$ cat src/rtl/core/nps_pkg.sv
// Shared types and constants of the non-preemptive priority scheduler core.
package nps_pkg;

  localparam int ARR_W      = 16;
  localparam int BUR_W      = 16;
  localparam int PRI_W      = 8;
  localparam int TIME_W     = 22;
  localparam int SUM_W      = 27;
  localparam int PNUM_W     = 6;
  localparam int IN_DATA_W  = 40;
  localparam int OUT_DATA_W = 152;

  localparam logic [TIME_W-1:0] T_MAX   = {TIME_W{1'b1}};
  localparam logic [SUM_W-1:0]  SUM_MAX = {SUM_W{1'b1}};

  // One process descriptor as it sits in the descriptor store.
  typedef struct packed {
    logic [PRI_W-1:0] pri;
    logic [BUR_W-1:0] burst;
    logic [ARR_W-1:0] arr;
  } desc_t;

  // Queue entry: a descriptor plus the mark that it closes the current set.
  typedef struct packed {
    desc_t desc;
    logic  close;
  } qent_t;

  // Per-process result kept by the scheduler.
  typedef struct packed {
    logic [TIME_W-1:0] comp;
    logic [TIME_W-1:0] resp;
  } res_t;

  // One report row.
  typedef struct packed {
    logic [SUM_W-1:0]  tot_tat;
    logic [SUM_W-1:0]  tot_wait;
    logic [TIME_W-1:0] resp;
    logic [TIME_W-1:0] wait_t;
    logic [TIME_W-1:0] tat;
    logic [TIME_W-1:0] comp;
    logic [PNUM_W-1:0] pnum;
  } row_t;

endpackage

$ cat src/rtl/core/nps_front.sv
// Input side: takes descriptor transactions and marks the one that closes a set.
module nps_front #(
  parameter int MAX_PROCESSES = 32
) (
  input  logic                            clk,
  input  logic                            rst_n,
  input  logic                            in_tvalid,
  output logic                            in_tready,
  input  logic [nps_pkg::IN_DATA_W-1:0]   in_tdata,
  input  logic                            in_tlast,
  input  logic                            q_full,
  output logic                            q_push,
  output nps_pkg::qent_t                  q_push_ent
);

  localparam int IDX_W = (MAX_PROCESSES > 1) ? $clog2(MAX_PROCESSES) : 1;
  localparam logic [IDX_W-1:0] LAST_SLOT = IDX_W'(MAX_PROCESSES - 1);

  logic [IDX_W-1:0] slot_r, slot_nxt;
  logic             close;

  assign in_tready = !q_full;
  assign q_push    = in_tvalid && !q_full;

  // A set closes on the flagged descriptor or when the store becomes full.
  assign close = in_tlast || (slot_r == LAST_SLOT);

  assign q_push_ent.desc.arr   = in_tdata[15:0];
  assign q_push_ent.desc.burst = in_tdata[31:16];
  assign q_push_ent.desc.pri   = in_tdata[39:32];
  assign q_push_ent.close      = close;

  always_comb begin
    slot_nxt = slot_r;
    if (q_push) begin
      slot_nxt = close ? '0 : slot_r + 1'b1;
    end
  end

  always_ff @(posedge clk) begin
    if (!rst_n) begin
      slot_r <= '0;
    end else begin
      slot_r <= slot_nxt;
    end
  end

endmodule

$ cat src/rtl/core/nps_queue.sv
// Two-entry queue that decouples the input side from the scheduler.
module nps_queue (
  input  logic           clk,
  input  logic           rst_n,
  input  logic           push,
  input  nps_pkg::qent_t push_ent,
  output logic           full,
  output logic           valid,
  input  logic           pop,
  output nps_pkg::qent_t head
);

  nps_pkg::qent_t mem_r [2];
  logic           wp_r, wp_nxt;
  logic           rp_r, rp_nxt;
  logic [1:0]     cnt_r, cnt_nxt;

  assign full  = (cnt_r == 2'd2);
  assign valid = (cnt_r != 2'd0);
  assign head  = mem_r[rp_r];

  always_comb begin
    wp_nxt  = push ? ~wp_r : wp_r;
    rp_nxt  = pop ? ~rp_r : rp_r;
    cnt_nxt = cnt_r + {1'b0, push} - {1'b0, pop};
  end

  always_ff @(posedge clk) begin
    if (push) begin
      mem_r[wp_r] <= push_ent;
    end
  end

  always_ff @(posedge clk) begin
    if (!rst_n) begin
      wp_r  <= 1'b0;
      rp_r  <= 1'b0;
      cnt_r <= 2'd0;
    end else begin
      wp_r  <= wp_nxt;
      rp_r  <= rp_nxt;
      cnt_r <= cnt_nxt;
    end
  end

endmodule

$ cat src/rtl/core/nps_back.sv
// Scheduler side: descriptor store, selection scan, result store and row report.
module nps_back #(
  parameter int MAX_PROCESSES = 32
) (
  input  logic           clk,
  input  logic           rst_n,
  input  logic           q_valid,
  input  nps_pkg::qent_t q_head,
  output logic           q_pop,
  output logic           out_valid,
  input  logic           out_ready,
  output nps_pkg::row_t  out_row,
  output logic           out_final
);

  localparam int IDX_W = (MAX_PROCESSES > 1) ? $clog2(MAX_PROCESSES) : 1;
  localparam int CNT_W = $clog2(MAX_PROCESSES + 1);

  typedef enum logic [2:0] {
    ST_LOAD, ST_SCAN, ST_DECIDE, ST_EMIT_RD, ST_EMIT_CALC, ST_EMIT_HOLD
  } state_t;

  state_t state_r, state_nxt;

  logic [CNT_W-1:0]           cnt_r, cnt_nxt;
  logic [CNT_W-1:0]           left_r, left_nxt;
  logic [CNT_W-1:0]           scan_r, scan_nxt;
  logic [nps_pkg::TIME_W-1:0] ct_r, ct_nxt;
  logic                       pv_r, pv_nxt;
  logic [IDX_W-1:0]           pidx_r, pidx_nxt;
  logic                       pick_v_r, pick_v_nxt;
  logic [IDX_W-1:0]           pick_idx_r, pick_idx_nxt;
  logic [nps_pkg::PRI_W-1:0]  pick_pri_r, pick_pri_nxt;
  logic [nps_pkg::ARR_W-1:0]  pick_arr_r, pick_arr_nxt;
  logic [nps_pkg::BUR_W-1:0]  pick_bur_r, pick_bur_nxt;
  logic [nps_pkg::ARR_W-1:0]  narr_r, narr_nxt;
  logic [MAX_PROCESSES-1:0]   done_r, done_nxt;
  logic [nps_pkg::SUM_W-1:0]  wsum_r, wsum_nxt;
  logic [nps_pkg::SUM_W-1:0]  tsum_r, tsum_nxt;
  logic [IDX_W-1:0]           emit_r, emit_nxt;
  logic                       out_valid_r, out_valid_nxt;
  logic                       out_final_r, out_final_nxt;
  nps_pkg::row_t              row_r, row_nxt;

  nps_pkg::desc_t             desc_mem [MAX_PROCESSES];
  nps_pkg::res_t              res_mem  [MAX_PROCESSES];
  nps_pkg::desc_t             desc_q_r;
  nps_pkg::res_t              res_q_r;
  logic [IDX_W-1:0]           rd_addr;
  logic                       res_we;
  nps_pkg::res_t              res_wdata;

  logic [nps_pkg::TIME_W:0]   ct_sum;
  logic [nps_pkg::TIME_W-1:0] ct_run;
  logic [nps_pkg::TIME_W-1:0] arr_ext, bur_ext, tat, wt;
  logic [nps_pkg::SUM_W:0]    wsum_add, tsum_add;
  logic [nps_pkg::SUM_W-1:0]  wsum_new, tsum_new;
  logic                       emit_last;

  assign out_valid = out_valid_r;
  assign out_row   = row_r;
  assign out_final = out_final_r;

  // Finish tick of the picked process, saturated.
  assign ct_sum = {1'b0, ct_r} + (nps_pkg::TIME_W + 1)'(pick_bur_r);
  assign ct_run = (ct_sum > {1'b0, nps_pkg::T_MAX}) ? nps_pkg::T_MAX
                                                    : ct_sum[nps_pkg::TIME_W-1:0];

  // Row arithmetic from the registered store reads.
  assign arr_ext  = nps_pkg::TIME_W'(desc_q_r.arr);
  assign bur_ext  = nps_pkg::TIME_W'(desc_q_r.burst);
  assign tat      = res_q_r.comp - arr_ext;
  assign wt       = (tat >= bur_ext) ? (tat - bur_ext) : '0;
  assign wsum_add = {1'b0, wsum_r} + (nps_pkg::SUM_W + 1)'(wt);
  assign tsum_add = {1'b0, tsum_r} + (nps_pkg::SUM_W + 1)'(tat);
  assign wsum_new = wsum_add[nps_pkg::SUM_W] ? nps_pkg::SUM_MAX
                                             : wsum_add[nps_pkg::SUM_W-1:0];
  assign tsum_new = tsum_add[nps_pkg::SUM_W] ? nps_pkg::SUM_MAX
                                             : tsum_add[nps_pkg::SUM_W-1:0];
  assign emit_last = ((CNT_W'(emit_r) + 1'b1) == cnt_r);

  always_comb begin
    state_nxt     = state_r;
    cnt_nxt       = cnt_r;
    left_nxt      = left_r;
    scan_nxt      = scan_r;
    ct_nxt        = ct_r;
    pv_nxt        = pv_r;
    pidx_nxt      = pidx_r;
    pick_v_nxt    = pick_v_r;
    pick_idx_nxt  = pick_idx_r;
    pick_pri_nxt  = pick_pri_r;
    pick_arr_nxt  = pick_arr_r;
    pick_bur_nxt  = pick_bur_r;
    narr_nxt      = narr_r;
    done_nxt      = done_r;
    wsum_nxt      = wsum_r;
    tsum_nxt      = tsum_r;
    emit_nxt      = emit_r;
    out_valid_nxt = out_valid_r;
    out_final_nxt = out_final_r;
    row_nxt       = row_r;
    q_pop         = 1'b0;
    res_we        = 1'b0;
    res_wdata     = '0;
    rd_addr       = emit_r;

    unique case (state_r)
      ST_LOAD: begin
        if (q_valid) begin
          q_pop   = 1'b1;
          cnt_nxt = cnt_r + 1'b1;
          if (q_head.close) begin
            ct_nxt     = '0;
            left_nxt   = cnt_r + 1'b1;
            scan_nxt   = '0;
            pv_nxt     = 1'b0;
            pick_v_nxt = 1'b0;
            narr_nxt   = '1;
            state_nxt  = ST_SCAN;
          end
        end
      end

      ST_SCAN: begin
        rd_addr = scan_r[IDX_W-1:0];
        if (scan_r < cnt_r) begin
          scan_nxt = scan_r + 1'b1;
          pv_nxt   = 1'b1;
          pidx_nxt = scan_r[IDX_W-1:0];
        end else begin
          pv_nxt = 1'b0;
        end
        // Evaluate the entry read last cycle; ascending order keeps the lower
        // index on a full tie.
        if (pv_r && !done_r[pidx_r]) begin
          if (nps_pkg::TIME_W'(desc_q_r.arr) > ct_r) begin
            if (desc_q_r.arr < narr_r) begin
              narr_nxt = desc_q_r.arr;
            end
          end else if (!pick_v_r || (desc_q_r.pri < pick_pri_r) ||
                       ((desc_q_r.pri == pick_pri_r) && (desc_q_r.arr < pick_arr_r))) begin
            pick_v_nxt   = 1'b1;
            pick_idx_nxt = pidx_r;
            pick_pri_nxt = desc_q_r.pri;
            pick_arr_nxt = desc_q_r.arr;
            pick_bur_nxt = desc_q_r.burst;
          end
        end
        if ((scan_r == cnt_r) && !pv_r) begin
          state_nxt = ST_DECIDE;
        end
      end

      ST_DECIDE: begin
        scan_nxt   = '0;
        pv_nxt     = 1'b0;
        pick_v_nxt = 1'b0;
        narr_nxt   = '1;
        state_nxt  = ST_SCAN;
        if (pick_v_r) begin
          res_we                 = 1'b1;
          res_wdata.comp         = ct_run;
          res_wdata.resp         = ct_r - nps_pkg::TIME_W'(pick_arr_r);
          done_nxt[pick_idx_r]   = 1'b1;
          ct_nxt                 = ct_run;
          left_nxt               = left_r - 1'b1;
          if (left_r == CNT_W'(1)) begin
            emit_nxt  = '0;
            wsum_nxt  = '0;
            tsum_nxt  = '0;
            state_nxt = ST_EMIT_RD;
          end
        end else begin
          // Nothing has arrived: jump to the earliest pending arrival.
          ct_nxt = nps_pkg::TIME_W'(narr_r);
        end
      end

      ST_EMIT_RD: begin
        rd_addr   = emit_r;
        state_nxt = ST_EMIT_CALC;
      end

      ST_EMIT_CALC: begin
        wsum_nxt         = wsum_new;
        tsum_nxt         = tsum_new;
        row_nxt.pnum     = nps_pkg::PNUM_W'(emit_r) + 1'b1;
        row_nxt.comp     = res_q_r.comp;
        row_nxt.tat      = tat;
        row_nxt.wait_t   = wt;
        row_nxt.resp     = res_q_r.resp;
        row_nxt.tot_wait = emit_last ? wsum_new : '0;
        row_nxt.tot_tat  = emit_last ? tsum_new : '0;
        out_final_nxt    = emit_last;
        out_valid_nxt    = 1'b1;
        state_nxt        = ST_EMIT_HOLD;
      end

      ST_EMIT_HOLD: begin
        if (out_ready) begin
          out_valid_nxt = 1'b0;
          if (out_final_r) begin
            cnt_nxt   = '0;
            done_nxt  = '0;
            state_nxt = ST_LOAD;
          end else begin
            emit_nxt  = emit_r + 1'b1;
            state_nxt = ST_EMIT_RD;
          end
        end
      end

      default: begin
        state_nxt = ST_LOAD;
      end
    endcase
  end

  always_ff @(posedge clk) begin
    if (q_pop) begin
      desc_mem[cnt_r[IDX_W-1:0]] <= q_head.desc;
    end
    desc_q_r <= desc_mem[rd_addr];
  end

  always_ff @(posedge clk) begin
    if (res_we) begin
      res_mem[pick_idx_r] <= res_wdata;
    end
    res_q_r <= res_mem[rd_addr];
  end

  always_ff @(posedge clk) begin
    if (!rst_n) begin
      state_r     <= ST_LOAD;
      cnt_r       <= '0;
      left_r      <= '0;
      scan_r      <= '0;
      ct_r        <= '0;
      pv_r        <= 1'b0;
      pick_v_r    <= 1'b0;
      narr_r      <= '1;
      done_r      <= '0;
      wsum_r      <= '0;
      tsum_r      <= '0;
      emit_r      <= '0;
      out_valid_r <= 1'b0;
      out_final_r <= 1'b0;
    end else begin
      state_r     <= state_nxt;
      cnt_r       <= cnt_nxt;
      left_r      <= left_nxt;
      scan_r      <= scan_nxt;
      ct_r        <= ct_nxt;
      pv_r        <= pv_nxt;
      pick_v_r    <= pick_v_nxt;
      narr_r      <= narr_nxt;
      done_r      <= done_nxt;
      wsum_r      <= wsum_nxt;
      tsum_r      <= tsum_nxt;
      emit_r      <= emit_nxt;
      out_valid_r <= out_valid_nxt;
      out_final_r <= out_final_nxt;
    end
    pidx_r     <= pidx_nxt;
    pick_idx_r <= pick_idx_nxt;
    pick_pri_r <= pick_pri_nxt;
    pick_arr_r <= pick_arr_nxt;
    pick_bur_r <= pick_bur_nxt;
    row_r      <= row_nxt;
  end

endmodule

$ cat src/rtl/core/nonpreemptive_priority_scheduler_core.sv
// Top level of the non-preemptive priority scheduler core.
//
// Usage: process descriptors arrive on the in_ stream, one transaction each,
// carrying arrival tick, burst length and priority number; in_tlast marks the
// final descriptor of a set, and a set also closes when MAX_PROCESSES
// descriptors have been loaded. The core then schedules the set without
// preemption from tick 0 and sends one row per process, in load order, on
// the out_ stream; out_tlast marks the last row, which alone carries the
// waiting and turnaround totals.
// Throughput: descriptors load at one per cycle through a two-entry queue
// while in_tready is high. Once a set closes, each scheduling decision scans
// the store at one entry per cycle; a set of n processes needs at most 2n
// decisions (idle gaps add a jump each). Each row is then read through the
// single read port of the stores and computed into the output register,
// where it waits through any receiver stall. While the set is scheduled and
// reported, in_tready drops once the queue holds two entries.
// Reset clears the queue, the load count, the done flags and the output
// valid; no clearing pass is needed. A stalled receiver simply holds the
// current row in the output register until it is taken.
module nonpreemptive_priority_scheduler_core #(
  parameter int MAX_PROCESSES = 32
) (
  input  logic         clk,
  input  logic         rst_n,
  // in_tdata: arrival_time[15:0], burst_time[31:16], priority_req[39:32]
  input  logic [39:0]  in_tdata,
  input  logic         in_tlast,
  input  logic         in_tvalid,
  output logic         in_tready,
  // out_tdata: process_number[5:0], completion_time[27:6],
  // turnaround_time[49:28], waiting_time[71:50], response_time[93:72],
  // total_waiting[120:94], total_turnaround[147:121], zero pad [151:148]
  output logic [151:0] out_tdata,
  output logic         out_tlast,
  output logic         out_tvalid,
  input  logic         out_tready
);

  logic           q_push, q_full, q_valid, q_pop;
  nps_pkg::qent_t q_push_ent, q_head;
  nps_pkg::row_t  row;

  nps_front #(.MAX_PROCESSES(MAX_PROCESSES)) u_front (
    .clk        (clk),
    .rst_n      (rst_n),
    .in_tvalid  (in_tvalid),
    .in_tready  (in_tready),
    .in_tdata   (in_tdata),
    .in_tlast   (in_tlast),
    .q_full     (q_full),
    .q_push     (q_push),
    .q_push_ent (q_push_ent)
  );

  nps_queue u_queue (
    .clk      (clk),
    .rst_n    (rst_n),
    .push     (q_push),
    .push_ent (q_push_ent),
    .full     (q_full),
    .valid    (q_valid),
    .pop      (q_pop),
    .head     (q_head)
  );

  nps_back #(.MAX_PROCESSES(MAX_PROCESSES)) u_back (
    .clk       (clk),
    .rst_n     (rst_n),
    .q_valid   (q_valid),
    .q_head    (q_head),
    .q_pop     (q_pop),
    .out_valid (out_tvalid),
    .out_ready (out_tready),
    .out_row   (row),
    .out_final (out_tlast)
  );

  // Row fields packed from the lowest bit up, padded to whole bytes.
  assign out_tdata = {4'b0000, row.tot_tat, row.tot_wait, row.resp, row.wait_t,
                      row.tat, row.comp, row.pnum};

  // The scheduler never takes a queue entry that is not there.
  a_pop_needs_entry: assert property (@(posedge clk) disable iff (!rst_n)
    q_pop |-> q_valid)
    else $error("queue popped while empty");

  // No descriptor is loaded while a report row is pending.
  a_no_load_while_report: assert property (@(posedge clk) disable iff (!rst_n)
    out_tvalid |-> !q_pop)
    else $error("descriptor loaded during report");

  // Totals are zero on every row except the last one of a set.
  a_totals_on_last_row: assert property (@(posedge clk) disable iff (!rst_n)
    (out_tvalid && !out_tlast) |-> (out_tdata[147:94] == '0))
    else $error("totals present on a row before the last");

  // A row has a process number from one upward.
  a_pnum_nonzero: assert property (@(posedge clk) disable iff (!rst_n)
    out_tvalid |-> (out_tdata[5:0] != 6'd0))
    else $error("zero process number in report row");

endmodule
$ cat config.mk
export PLATFORM = sky130hd
export DESIGN_NAME = nonpreemptive_priority_scheduler_core
export DESIGN_NICKNAME = d
export VERILOG_FILES = /design/src/rtl/core/nps_pkg.sv /design/src/rtl/core/nps_front.sv /design/src/rtl/core/nps_queue.sv /design/src/rtl/core/nps_back.sv /design/src/rtl/core/nonpreemptive_priority_scheduler_core.sv
export SDC_FILE = /design/constraint.sdc
export NUM_CORES = 2
export LEC_CHECK = 0
export ABC_CLOCK_PERIOD_IN_PS = 8550
export BUFFER_PORTS_ARGS = -buffer_cell sky130_fd_sc_hd__clkbuf_2
export CORE_AREA = 2 2 454 456
export CTS_BUF_LIST = sky130_fd_sc_hd__clkbuf_4
export DETAILED_ROUTE_END_ITERATION = 10
export DIE_AREA = 0 0 456 458
export HOLD_SLACK_MARGIN = 0.15
export PLACE_DENSITY_LB_ADDON = 0.12
export SYNTH_ARGS = -nofsm -noshare
export SYNTH_HDL_FRONTEND = slang
export SYNTH_SLANG_ARGS = --single-unit
$ cat constraint.sdc
create_clock -name clk -period 8.55 [get_ports clk]
set_input_delay 1.71 -clock clk [delete_from_list [all_inputs] [get_ports clk]]
set_output_delay 1.71 -clock clk [all_outputs]
set_load 0.005 [all_outputs]
==> run summary <==
STA
---------------------------------------------------------------------------------
Fin Clk Skew .......................................................     0.110 ns
Tmin final .........................................................      7.91 ns
Final cycle utilization of the critical path .......................        92.5%
Final Hold Fails ...................................................            0
Final-report setup violation count .................................            0
Max Freq ...........................................................      126 MHz
Transition time of the tightest slew-check pin .....................      1.36 ns
Worst max-slew margin expressed relative to the limit ..............        9.07%
Count of pins over their slew limit ................................            0
PnR worst setup slack ..............................................     0.645 ns
RSZ-0062 raised after global routing ...............................           no
Worst hold-check slack .............................................     0.375 ns
Final TNS setup ....................................................         0 ns

GLOBAL ROUTING
---------------------------------------------------------------------------------
GR Util met2 .......................................................        55.3%
GRT Residual Overflow ..............................................            0
GR met3 Demand/Resource ............................................        7.33%
Vias in the first global route .....................................        87742
Busiest layer in global routing ....................................         met2
Global Route Usage Sum .............................................        35.0%
Initial antenna violation count ....................................           29
First-pass GRT wire length .........................................       546 mm
Met1 track demand over resource ....................................        46.0%
Pin count of the biggest net entering global routing ...............          185

ROUTE
---------------------------------------------------------------------------------
Detailed-route via count ...........................................        90989
Number of remaining DRC errors .....................................            0
Post-route antenna net violation count .............................            0
DRC violation total after the first TritonRoute iteration ..........        11868
Routed length per placed instance ..................................      25.8 µm
Wire length reported by the detailed router ........................       371 mm
Count of TritonRoute iterations in the first routing pass ..........            8
Average vias per placed instance ...................................         6.34

FLOORPLAN
---------------------------------------------------------------------------------
Area of the core ...................................................   204000 µm²
IO Count ...........................................................          200
Floorplan die width ................................................       456 µm
Starting density of the core .......................................        64.6%
DIE AREA ...........................................................   209000 µm²
Die Height .........................................................       458 µm
Row count ..........................................................          166

CELLS AND AREA
---------------------------------------------------------------------------------
Final core area utilization ........................................        71.5%
Most common cell after layout, fill and taps aside .................     edfxtp_1
Most frequent cells in the layout .................................. edfxtp_1, nand2_1, nand3_1, clkbuf_4, a311oi_1
Post-layout instance area ..........................................   146000 µm²
Non-filler cells, final ............................................        14350
Share of cells above drive strength 1 ..............................        15.4%
Count of nets after finishing ......................................        11310
Growth of design area from synthesis to finish .....................        10.6%

MIN PATH
---------------------------------------------------------------------------------
Capture endpoint of the worst hold path ............................ u_back.out_row[93]$_DFFE_PP_
Count of cells along the worst hold path ...........................            0
Kind of path behind the tightest hold check ........................ flip-flop to flip-flop
Startpoint of the most critical hold path .......................... u_back.res_q_r[21]$_DFF_P_

SYNTH
---------------------------------------------------------------------------------
Fraction of synthesized cell area taken by the top area cell type ..        67.7%
Syn. warnings ......................................................            0
Combinational family with the most area after synthesis ............ simple AND/OR/NAND/NOR gates
Cell type with the highest aggregate area in the netlist ...........     edfxtp_1
Proportion of synthesized chip area in sequential cells ............        71.4%
Cell Area, Synth ...................................................   132000 µm²
Post-synthesis average cell area ...................................     12.5 µm²
Fraction of the mapped netlist area in compound gates ..............        6.65%
Share of cell area taken by muxes after synthesis ..................       0.703%
Top post-synthesis cells by area ................................... edfxtp_1, nand2_1, nand3_1, dfxtp_1, a311oi_1
Netlist cell types .................................................           89
Post-synthesis xor/xnor area fraction ..............................       0.745%
Area fraction in and, or, nand and nor cells after synthesis .......        16.2%
Async set or reset register ratio after synthesis ..................           0%
Cells after Synth ..................................................        10566
Flop and latch count out of synthesis ..............................         3216
Number of enable flip-flop cells after synthesis ...................         2968
Dominant synthesized flop cell .....................................     edfxtp_1
Post-Synth Adder-Cell Area .........................................        1.82%

CLOCK TREE
---------------------------------------------------------------------------------
CTS tree ...........................................................         done
Clock Pin Slew Worst Setup and Hold Paths ..........................      0.07 ns
CTS Buf Count ......................................................          791
Source-to-sink clock delay at the later pin of the worst-skew pair .      1.49 ns
Post-CTS setup buffer count ........................................            0
Worst-case clock buffer depth ......................................            4
# clock sinks ......................................................         3216
Post-CTS Hold Fix Bufs .............................................            0
H-tree depth .......................................................            6
Root cell of the clock tree ........................................     clkbuf_4
Post-cts resize count ..............................................            0

POWER
---------------------------------------------------------------------------------
VDD IR-drop max ....................................................     0.257 mV
Total power draw ...................................................      36.9 mW
P per Cell Area ....................................................   253 nW/µm²
Total leakage power ................................................      51.3 nW

PLACE
---------------------------------------------------------------------------------
Placed cells .......................................................        12975
Post-placement worst setup slack ...................................     0.648 ns
Last weighted congestion value of the routability-driven placer ....        0.921
Placed Instance Area ...............................................   136000 µm²
Number of port buffers .............................................          195
Final HPWL from detailed placement .................................       194 mm

WORST SETUP PATH
---------------------------------------------------------------------------------
Combined buffer and inverter count along the critical path .........            3
Slack of the worst reg-to-reg path .................................      0.64 ns
Reg2Reg Depth ......................................................           30
Endpoint type of the worst setup path ..............................    flip-flop
Critical path's slowest cell .......................................     a311oi_2
Type of the setup path with the least slack ........................ flip-flop to flip-flop
Terminus of the critical flop-to-flop path ......................... u_back.wsum_r[26]$_SDFFE_PN0P_
Source of the worst register-to-register timing path ............... u_back.arr_ext[6]$_DFF_P_
Worst setup SP type ................................................    flip-flop
Max FO, Critical Path ..............................................            8
Required time reported for the critical path endpoint ..............      9.90 ns
Peak per-stage delay on the critical path ..........................      0.55 ns
Kind of cell adding the most delay to the critical path ............ compound AO/OA/AOI/OAI gates
Endpoint arrival time on the critical path .........................      9.26 ns

STATUS
---------------------------------------------------------------------------------
Status ............................................................. finished, final reports clean

FLOW RUN
---------------------------------------------------------------------------------
Max-capacitance violation count ....................................            0

-- cells in the mapped netlist, drive strengths merged (21+ instances only) --
| library cell | number |
|---|---|
| o21ai | 114 |
| nand3 | 1406 |
| dfxtp | 248 |
| inv | 148 |
| nor3 | 49 |
| nor2b | 21 |
| edfxtp | 2968 |
| a21oi | 204 |
| mux2 | 42 |
| mux2i | 25 |
| a31oi | 109 |
| a211oi | 26 |
| nand2 | 2837 |
| ha | 179 |
| o21a | 42 |
| clkbuf | 567 |
| xnor2 | 61 |
| and3 | 181 |
| buf | 101 |
| xor2 | 51 |
| nor2 | 345 |
| or3 | 21 |
| a311oi | 439 |
| a21o | 143 |
-- worst register-to-register path, delay by kind of cell, from the launching register on --
| kind | cells | cell delay [ns] |
|---|---|---|
| AO/OA/AOI/OAI | 14 | 3.55 |
| AND/OR/NAND/NOR | 8 | 2.10 |
| adder cells (fa/ha/maj) | 4 | 1.38 |
| flip-flops | 1 | 0.44 |
| buffers and inverters | 3 | 0.24 |
| XOR/XNOR | 1 | 0.16 |
-- registers in the layout, indices dropped and copies added, names as in the netlist, 22 cells and up, named ones only --
register / flops
u_queue.mem_r: 82
u_back.res_q_r: 44
u_back.desc_mem: 1280
u_back.wsum_r: 27
u_back.done_r: 32
u_back.ct_r: 22
u_back.tsum_r: 27
u_back.res_mem: 1408
u_back.out_row: 148
-- power by group --
group | switching [mW] | total [mW] | internal (mW)
logic | 4.25 | 6.12 | 1.88
clock network | 6.00 | 12.4 | 6.41
registers | 0.236 | 18.4 | 18.2
total | 10.5 | 36.9 | 26.4
-- cell families after synthesis --
kind of cell / count (synthesis)
AO/OA/AOI/OAI: 1189
XOR/XNOR: 112
adder cells (fa/ha/maj): 188
buffers and inverters: 819
flip-flops: 3216
multiplexers: 76
other: 1
AND/OR/NAND/NOR: 4965
-- layout make-up --
class | instances | area, µm²
Multi-Input combinational cell | 6534 | 35200
Tap cell | 2688 | 3360
Fill cell | 14057 | 58100
Clock inverter | 207 | 1030
Clock buffer | 1162 | 8720
Antenna cell | 6 | 15.0
Inverter | 151 | 574
Timing Repair Buffer | 386 | 2700
Sequential cell | 3216 | 94100
-- metal layers --
| metal | vias to the layer above | part of all wire [%] |
|---|---|---|
| met3 | 1010 | 10 |
| met5 | - | 0.056 |
| li1 | 40248 | - |
| met2 | 5518 | 47 |
| met1 | 44183 | 37 |
| met4 | 30 | 5.3 |
-- how the worst max path moves through the flow --
stage,start,end,slack [ns],cells after the start
6_report,u_back.arr_ext[6]$_DFF_P_,u_back.wsum_r[26]$_SDFFE_PN0P_,0.64,30
5_1_grt,u_back.arr_ext[2]$_DFF_P_,u_back.wsum_r[26]$_SDFFE_PN0P_,0.11,30
4_1_cts,u_back.arr_ext[2]$_DFF_P_,u_back.wsum_r[14]$_SDFFE_PN0P_,0.65,27
3_5_place_dp,u_back.arr_ext[2]$_DFF_P_,u_back.wsum_r[26]$_SDFFE_PN0P_,0.65,30
3_3_place_gp,u_back.arr_ext[6]$_DFF_P_,u_back.wsum_r[2]$_SDFFE_PN0P_,0.74,27
2_1_floorplan,u_back.arr_ext[6]$_DFF_P_,u_back.wsum_r[26]$_SDFFE_PN0P_,1.75,32
No activity file was read; power rests on OpenSTA's default activity.
